$ cat config.mk
export PLATFORM = sky130hd
export DESIGN_NAME = rtdt_front
export DESIGN_NICKNAME = d
export VERILOG_FILES = /design/src/hw/rtl/rtdt_pkg.sv /design/src/hw/rtl/rtdt_front.sv
export SDC_FILE = /design/constraint.sdc
export NUM_CORES = 2
export LEC_CHECK = 0
export BUFFER_PORTS_ARGS = -buffer_cell sky130_fd_sc_hd__buf_2
export CORE_MARGIN = 2
export CORE_UTILIZATION = 45
export DETAILED_ROUTE_END_ITERATION = 10
export HOLD_SLACK_MARGIN = 0.12
export PLACE_DENSITY = 0.63
export SYNTH_ARGS = -nofsm -noshare
export SYNTH_HDL_FRONTEND = slang
export SYNTH_SLANG_ARGS = --single-unit
$ cat constraint.sdc
create_clock -name clk -period 12.2 [get_ports clk]
set_input_delay 1.22 -clock clk [delete_from_list [all_inputs] [get_ports clk]]
set_output_delay 1.22 -clock clk [all_outputs]
set_load 0.1 [all_outputs]
$ cat src/hw/rtl/rtdt_pkg.sv
`timescale 1ns / 1ps

package rtdt_pkg;

  // Frame store geometry
  localparam int MAX_WIDTH  = 512;
  localparam int MAX_HEIGHT = 512;
  localparam int MAX_DIM    = (MAX_WIDTH > MAX_HEIGHT) ? MAX_WIDTH : MAX_HEIGHT;
  localparam int COORD_W    = $clog2(MAX_DIM + 1);
  localparam int DEPTH      = MAX_WIDTH * MAX_HEIGHT;
  localparam int ADDR_W     = $clog2(DEPTH);

  // Raw box bounds reach 2048 from a 16-bit position; frame clamp to 512
  localparam int BOX_W      = 13;

  localparam int CFG_W      = 10;
  localparam int POS_W      = 16;
  localparam int ATTR_W     = 24;
  localparam int COLOR_W    = 8;
  localparam int AREA_W     = 34;
  localparam int ACC_W      = 58;
  localparam int CNT_W      = $clog2(ATTR_W);

  typedef enum logic {
    REG_FRAME_WIDTH  = 1'b0,
    REG_FRAME_HEIGHT = 1'b1
  } reg_idx_t;

  typedef enum logic {
    KIND_LOAD = 1'b0,
    KIND_STEP = 1'b1
  } kind_t;

  localparam logic [1:0] SLOT_SETUP = 2'd2;
  localparam logic [1:0] SLOT_NONE  = 2'd3;

  // One queued step: either "no scan" or a box pixel
  typedef struct packed {
    logic               no_scan;
    logic               last;
    logic [COORD_W-1:0] x;
    logic [COORD_W-1:0] y;
  } item_t;

  // Triangle as seen by the back end
  typedef struct packed {
    logic [2:0][POS_W-1:0]   vx;
    logic [2:0][POS_W-1:0]   vy;
    logic [2:0][ATTR_W-1:0]  vz;
    logic [2:0][ATTR_W-1:0]  vw;
    logic [2:0][COLOR_W-1:0] cr;
    logic [2:0][COLOR_W-1:0] cg;
    logic [2:0][COLOR_W-1:0] cb;
    logic [AREA_W-1:0]       area;
  } tri_t;

  typedef struct packed {
    logic idle;
    logic clearing;
  } back_status_t;

endpackage

$ cat src/hw/rtl/rtdt_front.sv
`timescale 1ns / 1ps

module rtdt_front (
  input  logic                 clk,
  input  logic                 rst,
  input  logic                 start,
  output logic                 busy,
  input  logic                 kind,
  input  logic [1:0]           vertex_slot,
  input  logic signed [15:0]   pos_x,
  input  logic signed [15:0]   pos_y,
  input  logic [23:0]          depth_z,
  input  logic [23:0]          inv_w,
  input  logic [7:0]           red,
  input  logic [7:0]           green,
  input  logic [7:0]           blue,
  input  logic                 psel,
  input  logic                 penable,
  input  logic                 pwrite,
  input  logic [2:0]           paddr,
  input  logic [31:0]          pwdata,
  output logic [31:0]          prdata,
  output logic                 push,
  output rtdt_pkg::item_t      push_item,
  input  logic                 fifo_full,
  input  logic                 fifo_empty,
  input  rtdt_pkg::back_status_t bstat,
  output rtdt_pkg::tri_t       tri_data
);
  import rtdt_pkg::*;

  typedef enum logic [1:0] {F_IDLE, F_WAIT, F_BOX, F_AREA} fstate_t;

  fstate_t state;

  logic [CFG_W-1:0] frame_width;
  logic [CFG_W-1:0] frame_height;

  logic [1:0]         pend_slot;
  logic [POS_W-1:0]   pend_x, pend_y;
  logic [ATTR_W-1:0]  pend_z, pend_w;
  logic [COLOR_W-1:0] pend_r, pend_g, pend_b;

  logic [BOX_W-1:0]   box_xs, box_xe, box_ys, box_ye;
  logic [COORD_W-1:0] scan_column, scan_row;
  logic               scan_active;
  logic signed [33:0] prod_a, prod_b;

  logic               accept;
  logic               step_last;
  logic               row_wrap;
  logic signed [15:0] minx, maxx, miny, maxy;
  logic [BOX_W-1:0]   xs_raw, xe_raw, ys_raw, ye_raw, fw, fh;
  logic signed [16:0] dx1, dy1, dx2, dy2;
  logic signed [34:0] area;
  logic [16:0]        maxx_up, maxy_up;

  assign accept = start && !busy;
  assign busy   = (state != F_IDLE) || fifo_full || bstat.clearing;

  // Config port
  assign prdata = {{(32 - CFG_W){1'b0}},
                   (reg_idx_t'(paddr[2]) == REG_FRAME_HEIGHT) ? frame_height : frame_width};

  always_ff @(posedge clk) begin
    if (rst) begin
      frame_width  <= CFG_W'(512);
      frame_height <= CFG_W'(512);
    end else if (psel && penable && pwrite) begin
      unique case (reg_idx_t'(paddr[2]))
        REG_FRAME_WIDTH:  frame_width  <= pwdata[CFG_W-1:0];
        REG_FRAME_HEIGHT: frame_height <= pwdata[CFG_W-1:0];
      endcase
    end
  end

  // Scan walk: y inner, x outer
  assign row_wrap  = (BOX_W'(scan_row) + BOX_W'(1)) >= box_ye;
  assign step_last = ((BOX_W'(scan_column) + BOX_W'(1)) >= box_xe) && row_wrap;
  assign push      = accept && (kind_t'(kind) == KIND_STEP);

  always_comb begin
    push_item.no_scan = !scan_active;
    push_item.last    = step_last;
    push_item.x       = scan_column;
    push_item.y       = scan_row;
  end

  // Setup arithmetic
  always_comb begin
    minx = $signed(tri_data.vx[0]);
    maxx = $signed(tri_data.vx[0]);
    miny = $signed(tri_data.vy[0]);
    maxy = $signed(tri_data.vy[0]);
    for (int i = 1; i < 3; i++) begin
      if ($signed(tri_data.vx[i]) < minx) minx = $signed(tri_data.vx[i]);
      if ($signed(tri_data.vx[i]) > maxx) maxx = $signed(tri_data.vx[i]);
      if ($signed(tri_data.vy[i]) < miny) miny = $signed(tri_data.vy[i]);
      if ($signed(tri_data.vy[i]) > maxy) maxy = $signed(tri_data.vy[i]);
    end
    maxx_up = {1'b0, maxx} + 17'd15;
    maxy_up = {1'b0, maxy} + 17'd15;
    xs_raw  = minx[15] ? '0 : BOX_W'(minx[15:4]);
    ys_raw  = miny[15] ? '0 : BOX_W'(miny[15:4]);
    xe_raw  = (maxx > 16'sd0) ? BOX_W'(maxx_up[16:4]) : '0;
    ye_raw  = (maxy > 16'sd0) ? BOX_W'(maxy_up[16:4]) : '0;
    fw = (BOX_W'(frame_width)  > BOX_W'(MAX_WIDTH))  ? BOX_W'(MAX_WIDTH)  : BOX_W'(frame_width);
    fh = (BOX_W'(frame_height) > BOX_W'(MAX_HEIGHT)) ? BOX_W'(MAX_HEIGHT) : BOX_W'(frame_height);
    dx1 = {tri_data.vx[1][15], tri_data.vx[1]} - {tri_data.vx[0][15], tri_data.vx[0]};
    dy1 = {tri_data.vy[1][15], tri_data.vy[1]} - {tri_data.vy[0][15], tri_data.vy[0]};
    dx2 = {tri_data.vx[2][15], tri_data.vx[2]} - {tri_data.vx[0][15], tri_data.vx[0]};
    dy2 = {tri_data.vy[2][15], tri_data.vy[2]} - {tri_data.vy[0][15], tri_data.vy[0]};
    area = {prod_a[33], prod_a} - {prod_b[33], prod_b};
  end

  always_ff @(posedge clk) begin
    if (rst) begin
      state       <= F_IDLE;
      scan_active <= 1'b0;
      scan_column <= '0;
      scan_row    <= '0;
      box_xs      <= '0;
      box_xe      <= '0;
      box_ys      <= '0;
      box_ye      <= '0;
      tri_data    <= '0;
    end else begin
      unique case (state)
        F_IDLE: begin
          if (accept) begin
            if (kind_t'(kind) == KIND_STEP) begin
              if (scan_active) begin
                if (row_wrap) begin
                  scan_row    <= box_ys[COORD_W-1:0];
                  scan_column <= scan_column + COORD_W'(1);
                end else begin
                  scan_row <= scan_row + COORD_W'(1);
                end
                if (step_last) scan_active <= 1'b0;
              end
            end else if (vertex_slot != SLOT_NONE) begin
              pend_slot <= vertex_slot;
              pend_x    <= pos_x;
              pend_y    <= pos_y;
              pend_z    <= depth_z;
              pend_w    <= inv_w;
              pend_r    <= red;
              pend_g    <= green;
              pend_b    <= blue;
              state     <= F_WAIT;
            end
          end
        end
        F_WAIT: begin
          // hold the vertex until the back end is done with the old triangle
          if (fifo_empty && bstat.idle) begin
            tri_data.vx[pend_slot] <= pend_x;
            tri_data.vy[pend_slot] <= pend_y;
            tri_data.vz[pend_slot] <= pend_z;
            tri_data.vw[pend_slot] <= pend_w;
            tri_data.cr[pend_slot] <= pend_r;
            tri_data.cg[pend_slot] <= pend_g;
            tri_data.cb[pend_slot] <= pend_b;
            scan_active <= 1'b0;
            state <= (pend_slot == SLOT_SETUP) ? F_BOX : F_IDLE;
          end
        end
        F_BOX: begin
          box_xs <= xs_raw;
          box_ys <= ys_raw;
          box_xe <= (xe_raw > fw) ? fw : xe_raw;
          box_ye <= (ye_raw > fh) ? fh : ye_raw;
          prod_a <= dx1 * dy2;
          prod_b <= dy1 * dx2;
          state  <= F_AREA;
        end
        F_AREA: begin
          tri_data.area <= area[AREA_W-1:0];
          if (!area[34] && (area != '0) && (box_xe > box_xs) && (box_ye > box_ys)) begin
            scan_active <= 1'b1;
            scan_column <= box_xs[COORD_W-1:0];
            scan_row    <= box_ys[COORD_W-1:0];
          end else begin
            scan_active <= 1'b0;
          end
          state <= F_IDLE;
        end
      endcase
    end
  end

endmodule

==> qor.csv <==
metric,value,unit
#FFs+latches synth,611,
status,"complete, no violations",
fin crit period,11.04,ns
Clock Sinks,611,
dpl hpwl,134,mm
cell count after synthesis,5977,
placement row count,125,
Routed Antenna Nets,0,
sequential-to-total area share from yosys stat,26.5,%
CTS resizes,0,
# setup viols final,0,
routing usage on met1,35.3,%
worst min-delay path category,flip-flop to flip-flop,
Synth area leader,fa_1,
CP Class,flip-flop to flip-flop,
Post-Route WL,172,mm
DRT Pass-1 Iters,5,
setup TNS,0,ns
initial antenna violation count,18,
P per Cell Area,77.8,nW/um2
Die ar.,120000,um2
largest net degree at the start of global routing,128,
htree depth,3,
# port buffers,507,
Clock transition at path regs,0.06,ns
period utilization,90.5,%
hold_buf cts,0,
CP dominant cell by count,fa_1,
ranking of synthesized cells by area,"fa_1, dfxtp_1, edfxtp_1, ha_1, nand2_1",
post-CTS setup buffer count,0,
most frequent cell after synthesis,nand2_1,
Initial Util,45.4,%
final core utilization,51.2,%
TritonCTS clock tree,yes,
grt ovf,0,
Yosys cell types,88,
crit path max fanout,17,
vias in the first global route,44100,
slew margin rel.,6.11,%
layout cells sized above 1,12.3,%
Post-synth ARST share,0,%
design area,59600,um2
final std cells w/o fill,7998,
number of flops mapped to enable cells by yosys,174,
GR Layer Usage met2,46.3,%
Total GRT Usage,28.3,%
worst skew pair latency,0.68,ns
Max Slew Vio Count,0,
clk buf depth,3,
Synth top cells by count,"nand2_1, inv_1, fa_1, a21oi_1, dfxtp_1",
routing usage on met3,6.11,%
Die Width,347,um
final clock skew,0.0600,ns
Startpoint Class,flip-flop,
Worst Max-Slew Pin Slew,1.40,ns
Worst setup EP type,flip-flop,
Detailed Route Iter0 Violations,3636,
CP arrival,11.44,ns
critical path required time,12.60,ns
Die Height,347,um
Syn. warnings,0,
placed instance area,57100,um2
core area,116000,um2
Syn Area/Cell,8.84,um2
total power,4630,uW
DRC,0,
RSZ-0062 raised after global routing,no,
IO Pins,554,
f_max,90.6,MHz
critical path's slowest cell,a21boi_0,
Area Overhead vs Synth,12.8,%
Num CTS Buffers,72,
drt wl/cell,21.6,um
CTS root buf,clkbuf_16,
Post-Place Cells,7857,
first-pass GRT wire length,262,mm
Crit path largest cell delay,0.75,ns
Static Leakage,0.0253,uW
detailed-route via count,44300,
Synth Flop Type,dfxtp_1,
Fin. Hold Viols,0,
Max-cap violations,0,
GRT Max-Usage Layer,met2,
final net count,7553,
"IR drop worst, VDD",0.104,mV
Final Wtd Congestion,0.965,
Mapped Area,52800,um2
DR vias/cell,5.53,
Yosys top cell area share,22.6,%
final cells by class:
class,instances,area [um2]
Sequential cell,611,14000
Inverter,744,2790
Clock inverter,32,453
Antenna cell,7,17.5
Tap cell,1524,1910
Clock buffer,102,2040
Timing Repair Buffer,609,3310
Multi-Input combinational cell,4369,35100
Fill cell,11100,56800
metrics by stage:
step / setup WS (ns) / hold WS, ns
2_1_floorplan: 2.17 / 0.432
3_3_place_gp: 1.39 / 0.438
3_5_place_dp: 1.29 / 0.443
4_1_cts: 1.22 / 0.451
5_1_grt: 0.593 / 0.466
6_report: 1.16 / 0.449
cell usage in the layout, fill, tap and decap left out, types with 16 or more instances in the layout:
cell and n:
o21bai_1 16, o31ai_1 18, xnor2_1 134, o211ai_1 19, nand2b_1 58, nor2_1 378, edfxtp_1 174, clkbuf_16 75
nand3_1 66, mux2_2 22, nand4_1 38, xor2_1 59, dfxtp_1 437, nor2b_1 56, and2_1 45, o21a_1 39
or2_2 20, and3_1 27, buf_4 102, mux2i_1 72, nor3_1 80, a21oi_1 520, a211oi_1 44, a31oi_1 26
nor4_1 38, a21o_1 82, buf_2 506, inv_1 741, fa_1 597, conb_1 22, o21ai_0 96, clkbuf_1 21
nand2_1 1146, ha_1 397, or3_1 16
layer usage:
metal | share of wire, % | up-vias
met5 | 0.077 | -
met3 | 7.4 | 423
met1 | 40 | 21700
met4 | 5.7 | 20
met2 | 47 | 1609
li1 | - | 20500
report_power, final:
group / total (uW) / internal [uW] / switching (uW)
Combinational: 286 / 81.5 / 204
Sequential: 2100 / 2090 / 8.02
Clock: 2250 / 1280 / 969
Total: 4630 / 3450 / 1180
registers in the layout (all words and copies together), names as in the netlist, 13 cells and up, named ones only:
name,cells
box_xe,13
pend_x,16
tri_data,346
prod_a,34
box_ye,13
pend_w,24
pend_y,16
prod_b,34
pend_z,24
logic make-up (layout without fill, tap and decap cells):
group	count (synthesis)	after routing	synth area share, %
AOI/OAI and AO/OA	1046	1046	12.5
xor gates and xnor gates	197	197	3.27
adders and majority gates	994	994	32.0
buffers and inverters	1018	1487	7.44
DFF	611	611	26.5
muxes	95	95	1.86
other	1	29	0.00710
and+or+nand+nor	2015	2015	16.4
worst max-delay path: cells and delay by family, from the launching register on:
family                   cells  cell delay, ns
XOR/XNOR                     2            0.23
adder cells (fa/ha/maj)      9            3.98
AND/OR/NAND/NOR              5            1.08
AO/OA/AOI/OAI               15            4.40
flip-flops                   1            0.38
buffers and inverters        7            0.67
final timing paths:
check	start	endpoint	slack, ns	cells after the start
setup / recovery	tri_data[282]	prod_a[33]	1.16	38
setup reg to reg	tri_data[282]	prod_a[33]	1.16	38
hold / removal	tri_data[239]	tri_data[239]	0.45	2
hold reg to reg	tri_data[239]	tri_data[239]	0.45	2
No activity file was read; power rests on OpenSTA's default activity.
