===== config.mk =====
export PLATFORM = sky130hd
export DESIGN_NAME = rtdt_fifo
export DESIGN_NICKNAME = d
export VERILOG_FILES = /design/src/hw/rtl/rtdt_pkg.sv /design/src/hw/rtl/rtdt_fifo.sv
export SDC_FILE = /design/constraint.sdc
export NUM_CORES = 1
export LEC_CHECK = 0
export ABC_AREA = 1
export BUFFER_PORTS_ARGS = -buffer_cell sky130_fd_sc_hd__buf_2
export CORE_MARGIN = 1
export CORE_UTILIZATION = 46
export DETAILED_ROUTE_END_ITERATION = 6
export PLACE_DENSITY = 0.74
export SETUP_SLACK_MARGIN = 0.3
export SLEW_MARGIN = 40
export SYNTH_ARGS = -nofsm -noshare
export SYNTH_HDL_FRONTEND = slang
export SYNTH_SLANG_ARGS = --single-unit

===== constraint.sdc =====
create_clock -name clk -period 1.9 [get_ports clk]
set_clock_uncertainty 0.05 [all_clocks]
set_input_delay 0.38 -clock clk [delete_from_list [all_inputs] [get_ports clk]]
set_output_delay 0.38 -clock clk [all_outputs]
set_load 0.005 [all_outputs]

===== src/hw/rtl/rtdt_pkg.sv =====
`timescale 1ns / 1ps

package rtdt_pkg;

  // Frame store geometry
  localparam int MAX_WIDTH  = 512;
  localparam int MAX_HEIGHT = 512;
  localparam int MAX_DIM    = (MAX_WIDTH > MAX_HEIGHT) ? MAX_WIDTH : MAX_HEIGHT;
  localparam int COORD_W    = $clog2(MAX_DIM + 1);
  localparam int DEPTH      = MAX_WIDTH * MAX_HEIGHT;
  localparam int ADDR_W     = $clog2(DEPTH);

  // Raw box bounds reach 2048 from a 16-bit position; frame clamp to 512
  localparam int BOX_W      = 13;

  localparam int CFG_W      = 10;
  localparam int POS_W      = 16;
  localparam int ATTR_W     = 24;
  localparam int COLOR_W    = 8;
  localparam int AREA_W     = 34;
  localparam int ACC_W      = 58;
  localparam int CNT_W      = $clog2(ATTR_W);

  typedef enum logic {
    REG_FRAME_WIDTH  = 1'b0,
    REG_FRAME_HEIGHT = 1'b1
  } reg_idx_t;

  typedef enum logic {
    KIND_LOAD = 1'b0,
    KIND_STEP = 1'b1
  } kind_t;

  localparam logic [1:0] SLOT_SETUP = 2'd2;
  localparam logic [1:0] SLOT_NONE  = 2'd3;

  // One queued step: either "no scan" or a box pixel
  typedef struct packed {
    logic               no_scan;
    logic               last;
    logic [COORD_W-1:0] x;
    logic [COORD_W-1:0] y;
  } item_t;

  // Triangle as seen by the back end
  typedef struct packed {
    logic [2:0][POS_W-1:0]   vx;
    logic [2:0][POS_W-1:0]   vy;
    logic [2:0][ATTR_W-1:0]  vz;
    logic [2:0][ATTR_W-1:0]  vw;
    logic [2:0][COLOR_W-1:0] cr;
    logic [2:0][COLOR_W-1:0] cg;
    logic [2:0][COLOR_W-1:0] cb;
    logic [AREA_W-1:0]       area;
  } tri_t;

  typedef struct packed {
    logic idle;
    logic clearing;
  } back_status_t;

endpackage


===== src/hw/rtl/rtdt_fifo.sv =====
`timescale 1ns / 1ps

module rtdt_fifo (
  input  logic           clk,
  input  logic           rst,
  input  logic           push,
  input  rtdt_pkg::item_t push_item,
  input  logic           pop,
  output rtdt_pkg::item_t pop_item,
  output logic           full,
  output logic           empty
);
  import rtdt_pkg::*;

  item_t      slots [2];
  logic       wr_ptr;
  logic       rd_ptr;
  logic [1:0] count;

  assign full     = (count == 2'd2);
  assign empty    = (count == 2'd0);
  assign pop_item = slots[rd_ptr];

  always_ff @(posedge clk) begin
    if (push) begin
      slots[wr_ptr] <= push_item;
    end
  end

  always_ff @(posedge clk) begin
    if (rst) begin
      wr_ptr <= 1'b0;
      rd_ptr <= 1'b0;
      count  <= 2'd0;
    end else begin
      if (push) wr_ptr <= ~wr_ptr;
      if (pop)  rd_ptr <= ~rd_ptr;
      unique case ({push, pop})
        2'b10:   count <= count + 2'd1;
        2'b01:   count <= count - 2'd1;
        default: count <= count;
      endcase
    end
  end

endmodule


==> results of run 1 <==
how the worst max path moves through the flow:
stage               cells after the start  slack, ns  startpoint                    end
global placement                        3       0.30   flip-flop            pop_item[5]
global route                            3       0.11   flip-flop           pop_item[18]
finish                                  3       0.16   flip-flop           pop_item[13]
CTS                                     3       0.16   flip-flop            pop_item[5]
detailed placement                      3       0.28   flip-flop            pop_item[5]
floorplan                               2       0.45        push  slots[0][0]$_DFFE_PP_
state kept, by name (all words and copies together) (netlist names), named ones only:
name and cells:
slots 44, rd_ptr 1, count 2, wr_ptr 1
metal layers:
metal  GRT usage  wire, um  vias to the layer above
li1            -         -                      492
met1       0.164      1290                      489
met2       0.293      1750                       32
met3      0.0651       174                        4
met4      0.0778        30                        0
met5           0         0                        -
repair_timing:
action                     CTS  global route
resized for setup           14            34
setup buffers                2             0
cloned                       0             1
setup endpoints to repair   22            22
critical path, delay by kind of cell, from the launching register on:
| kind | cells | cell delay, ns |
|---|---|---|
| muxes | 1 | 0.31 |
| buffers and inverters | 2 | 0.28 |
| DFF | 1 | 0.42 |
Yosys cell counts (all sizes together):
master / number
a21oi: 1
buf: 2
dfxtp: 5
edfxtp: 44
ha: 1
inv: 7
mux2: 22
nand2: 5
nand4: 1
nor2: 10
nor3: 1
o21ai: 1
xnor2: 1
cell type report:
| type | count | area share |
|---|---|---|
| clock buffers | 5 | 0.0271 |
| flip-flops and latches | 49 | 0.561 |
| inverters | 7 | 0.0103 |
| clock inverters | 3 | 0.0256 |
| multi-input cells | 43 | 0.168 |
| repair buffers | 57 | 0.184 |
| well taps | 48 | 0.0236 |
kinds of logic (layout without fill, tap and decap cells):
logic type	after synthesis	after routing	synth area share
simple gates	17	17	0.0372
fa+ha+maj	1	1	0.00689
xor+xnor	1	1	0.00482
compound gates	2	2	0.00550
mux	22	22	0.136
buf+inv	9	72	0.0269
flops	49	49	0.782
metrics by stage:
step | utilization | total power, uW | setup WS, ns | std cells
after global routing | 0.684 | 2570 | 0.107 | 212
after floorplan | - | 1410 | 0.451 | 101
after detailed placement | 0.576 | 1520 | 0.285 | 201
after CTS | 0.632 | 2400 | 0.156 | 211
final | 0.684 | 2460 | 0.161 | 212
after global placement | 0.576 | 1510 | 0.299 | 201
power groups by stage:
stage	Clock [uW]	Combinational [uW]	Sequential [uW]
3_3_place_gp	0	227	1280
3_5_place_dp	0	236	1290
6_report	841	355	1270
4_1_cts	866	270	1260
2_1_floorplan	0	131	1280
5_1_grt	917	383	1270
==> impl_metrics.py, run 1 <==
metrics = {
    "clock_network": {
        "htreeDepth": 2,
        "cts_buffers": 5,
        "clock_sinks": 49,
        "clk_pin_slew_ns": 0.08,
        "cts-root-buf": "clkbuf_8",
        "ctsHoldBuffers": 0,
        "clk_latency_ns": 0.29,
        "cts_tree": "built",
        "cts_buffer_depth": 2,
    },
    "timing": {
        "final.min_clock_period_ns": 1.74,
        "finalSetupTns_ns": 0,
        "slew_headroom": 0.793,
        "fmax_mhz": 575,
        "setup_viol": 0,
        "hold_slack_ns": 0.219,
        "tightest_slew_ns": 0.310,
        "hold_violations": 0,
        "rsz0062_at_grt": "yes",
        "fin_crit_sh": 0.915,
        "slew_violations": 0,
    },
    "logic_synthesis": {
        "syn_area_per_cell_um2": 18.0,
        "synthCells": 101,
        "seq_area_frac_synth": 0.782,
        "synth.distinct_cells": 13,
        "syn_nets": 128,
        "synth_top_area_cell": "edfxtp_1",
        "ys.warnings.count": 0,
        "synth_seq_cells": 49,
        "syn_area_um2": 1820,
        "yosysTopAreaCellShare": 0.727,
        "synth_area_leaders": "edfxtp_1 (73%), mux2_2 (14%), dfxtp_1 (5.5%)",
    },
    "critical_path": {
        "r2r_start": "wr_ptr$_SDFFE_PP0P_",
        "r2r_end": "slots[1][4]$_DFFE_PP_",
        "worst_setup_path_start_kind": "flip-flop",
        "worst-path-max-fanout": 7,
        "required_ns": 1.47,
        "arrival_ns": 1.31,
        "setup.worst_path.class": "flip-flop to primary output",
        "cp_slowest_stage_delay_ns": 0.42,
        "worst_r2r_path_depth": 3,
        "r2r_slack_ns": 0.74,
        "cp_slowest_cell": "dfxtp_4",
        "path_cells": "buf_8 > mux2_4 > buf_6",
        "endpoint_kind": "primary output",
    },
    "global_route": {
        "grt_max_degree": 24,
        "antenna_found_initial": 0,
        "grt_usage": 0.164,
        "grt_pass1_vias": 1064,
        "grt-ovfl-total": 0,
        "grt_pass1_wl_um": 4750,
    },
    "worst_hold_path": {
        "hp-start": "push_item[21]",
        "whs_path_depth": 1,
        "hold_path_class": "input pin to flip-flop",
        "min_to": "slots[1][21]$_DFFE_PP_",
    },
    "floorplan": {
        "start_util": 0.489,
        "die_height_um": 64.8,
        "die-area_um2": 4200,
        "ios": 50,
        "coreArea_um2": 3720,
        "std_cell_rows": 22,
        "dieWidth_um": 64.8,
    },
    "power_and_ir_drop": {
        "p_int_uw": 1980,
        "p_seq_frac": 0.515,
        "pwr-share-comb": 0.144,
        "p_switching_uw": 481,
        "switching_share": 0.195,
        "clockPowerShare": 0.341,
        "leakagePower_uw": 0.00105,
        "peakVddDrop_mv": 0.675,
        "p_per_area_nw_per_um2": 970,
    },
    "final_layout": {
        "seqCellArea_um2": 1430,
        "layout_common_cells": "edfxtp_1 (44), buf_2 (29), mux2_4 (21), buf_6 (21), nor2_1 (9)",
        "nets": 190,
        "syn2layout_area_growth_pct": 39.8,
        "multi_input_area_um2": 428,
        "final_common_cell": "edfxtp_1",
        "drive_above_1_share": 0.543,
        "finish.instance_area_um2": 2540,
        "num-fill-cells": 266,
        "antenna_cells": 0,
    },
    "place": {
        "placed_cell_area_um2": 2140,
        "hpwl_um": 2060,
        "finalWeightedCongestion": 0.635,
        "io_buffers": 49,
    },
    "route": {
        "routed_wl_um": 3240,
        "vias_per_cell": 4.80,
        "drc": 0,
        "drt_iter0_drc": 47,
        "detail-route-antenna-nets": 0,
        "wl_per_cell_um": 15.3,
        "drtPass1Iterations": 4,
        "vias": 1017,
    },
    "outcome": {
        "status": "complete, no violations",
    },
    "job": {
        "maxCapViolCount": 0,
    },
}
Power figures use the tool's default switching activity.
==> inputs of run 2 (changes only) <==
--- a/config.mk
+++ b/config.mk
@@ -11,6 +11,7 @@
 export CORE_UTILIZATION = 46
 export DETAILED_ROUTE_END_ITERATION = 6
 export PLACE_DENSITY = 0.74
+export RECOVER_POWER = 100
 export SETUP_SLACK_MARGIN = 0.3
 export SLEW_MARGIN = 40
 export SYNTH_ARGS = -nofsm -noshare
==> run 2 against run 1 <==
- sequential power is essentially flat
- first-iteration DRC count shrank 8.5%
- highest routed layer unchanged
- sequential share of layout area grew 2.1 points
- setup slack lost 0.042 ns
- global-route usage is the same
- count of clock-buffer cells in the layout is the same
- power shrank 2.0%
- fmax shrank 2.3%
- combinational power shrank 13%
- cell count is the same
- hold slack is essentially flat
==> impl_metrics.py, run 2 (synthesized netlist as in run 1, its figures left out) <==
metrics = {
    "floorplan": {
        "dieWidth_um": 64.8,
        "std_cell_rows": 22,
        "die_height_um": 64.8,
        "ios": 50,
        "coreArea_um2": 3720,
        "die-area_um2": 4200,
        "start_util": 0.489,
    },
    "timing": {
        "hold_slack_ns": 0.219,
        "fin_crit_sh": 0.937,
        "slew_violations": 0,
        "final.min_clock_period_ns": 1.78,
        "hold_violations": 0,
        "rsz0062_at_grt": "yes",
        "setup_viol": 0,
        "finalSetupTns_ns": 0,
        "fmax_mhz": 562,
        "slew_headroom": 0.511,
        "tightest_slew_ns": 0.733,
    },
    "critical_path": {
        "path_cells": "clkbuf_2 > mux2_1 > buf_6",
        "cp_slowest_stage_delay_ns": 0.42,
        "critical_path.top_delay_family": "flip-flops",
        "worst-path-max-fanout": 6,
        "required_ns": 1.47,
        "endpoint_kind": "primary output",
        "cp_slowest_cell": "dfxtp_4",
        "crit_buf_inv": 2,
        "arrival_ns": 1.35,
        "setup.worst_path.class": "flip-flop to primary output",
        "worst_setup_path_start_kind": "flip-flop",
    },
    "route": {
        "wl_per_cell_um": 15.0,
        "drc": 0,
        "vias": 1015,
        "detail-route-antenna-nets": 0,
        "vias_per_cell": 4.79,
        "drt_iter0_drc": 43,
        "routed_wl_um": 3170,
        "drtPass1Iterations": 4,
    },
    "final_layout": {
        "final_common_cell": "edfxtp_1",
        "top_regs": "slots x44, count x2",
        "largest_reg_flops": 44,
        "drive_above_1_share": 0.348,
        "finish.instance_area_um2": 2450,
        "layout_common_cells": "edfxtp_1 (44), buf_6 (20), clkbuf_1 (16)",
        "max_flop_register": "slots",
        "syn2layout_area_growth_pct": 34.7,
        "nets": 190,
        "antenna_cells": 0,
    },
    "global_route": {
        "grt_max_degree": 24,
        "grt-ovfl-total": 0,
        "grt_pass1_wl_um": 4750,
        "grt_pass1_vias": 1064,
        "antenna_found_initial": 0,
        "grt_usage": 0.164,
    },
    "place": {
        "hpwl_um": 2060,
        "io_buffers": 49,
        "placed_cell_area_um2": 2140,
        "finalWeightedCongestion": 0.635,
    },
    "power_and_ir_drop": {
        "p_switching_uw": 472,
        "switching_share": 0.195,
        "pwr-share-comb": 0.128,
        "peakVddDrop_mv": 0.646,
        "leakagePower_uw": 0.000950,
        "p_int_uw": 1940,
        "p_seq_frac": 0.524,
        "p_per_area_nw_per_um2": 987,
        "clockPowerShare": 0.348,
    },
    "clock_network": {
        "cts_buffer_depth": 2,
        "cts-root-buf": "clkbuf_8",
        "clk_latency_ns": 0.29,
        "ctsHoldBuffers": 0,
        "clk_pin_slew_ns": 0.08,
        "cts_buffers": 5,
        "cts_tree": "built",
        "clock_sinks": 49,
        "htreeDepth": 2,
    },
    "job": {
        "maxCapViolCount": 0,
    },
    "outcome": {
        "status": "complete, no violations",
    },
    "worst_hold_path": {
        "hold_path_class": "input pin to flip-flop",
    },
}
==> run 2: changes by cell type in the layout (fill, tap and decap cells not counted) <==
cell	before	now
buf_2	29	15
clkbuf_1	0	16
mux2_1	0	15
mux2_4	21	6
clkbuf_4	0	1
nor2_1	9	10
nor2_2	1	0
clkbuf_2	0	2
buf_6	21	20
buf_4	4	0
==> run 2: layer usage <==
layer / global-route usage / wire length, um / share of wire / vias up
met5: 0 / 0 / 0 / -
met4: 0.0778 / 47 / 0.015 / 0
met3: 0.0651 / 157 / 0.049 / 6
li1: - / - / - / 492
met1: 0.164 / 1250 / 0.39 / 484
met2: 0.293 / 1720 / 0.54 / 33
==> run 2: final cells by class <==
| type | count | area, um2 |
|---|---|---|
| clock inverter | 3 | 65.1 |
| fill | 291 | 1270 |
| tap | 48 | 60.1 |
| sequential | 49 | 1430 |
| inverter | 7 | 26.3 |
| clock buffer | 5 | 68.8 |
| timing repair buffer | 57 | 433 |
| multi-input combinational | 43 | 369 |
==> run 2: path summary, 6_finish.rpt <==
kind	to	cells past startpoint	startpoint	slack [ns]
setup / recovery	pop_item[2]	3	flip-flop	0.12
hold / removal	slots[1][21]$_DFFE_PP_	1	push_item[21]	0.22
setup reg to reg	slots[0][20]$_DFFE_PP_	2	wr_ptr$_SDFFE_PP0P_	0.44
hold reg to reg	count[1]$_SDFFE_PP0P_	2	count[1]$_SDFFE_PP0P_	0.48
==> run 2: repair_timing <==
action,4_1_cts,5_1_grt
gates cloned,0,1
buffers inserted,2,0
setup endpoints to repair,22,22
resized for setup,14,34
==> run 2: power by group through the flow <==
| stage | sequential, uW | combinational [uW] | clock (uW) |
|---|---|---|---|
| after floorplan | 1280 | 131 | 0 |
| after global placement | 1280 | 227 | 0 |
| after detailed placement | 1290 | 236 | 0 |
| after CTS | 1260 | 270 | 866 |
| after global routing | 1270 | 336 | 917 |
| final | 1270 | 309 | 840 |
==> run 2: through the flow <==
stage	instances	utilization	power, uW	setup WS [ns]
floorplan	101	-	1410	0.451
global placement	201	0.576	1510	0.299
detailed placement	201	0.576	1520	0.285
CTS	211	0.632	2400	0.156
global route	212	0.659	2530	0.0610
finish	212	0.659	2420	0.119
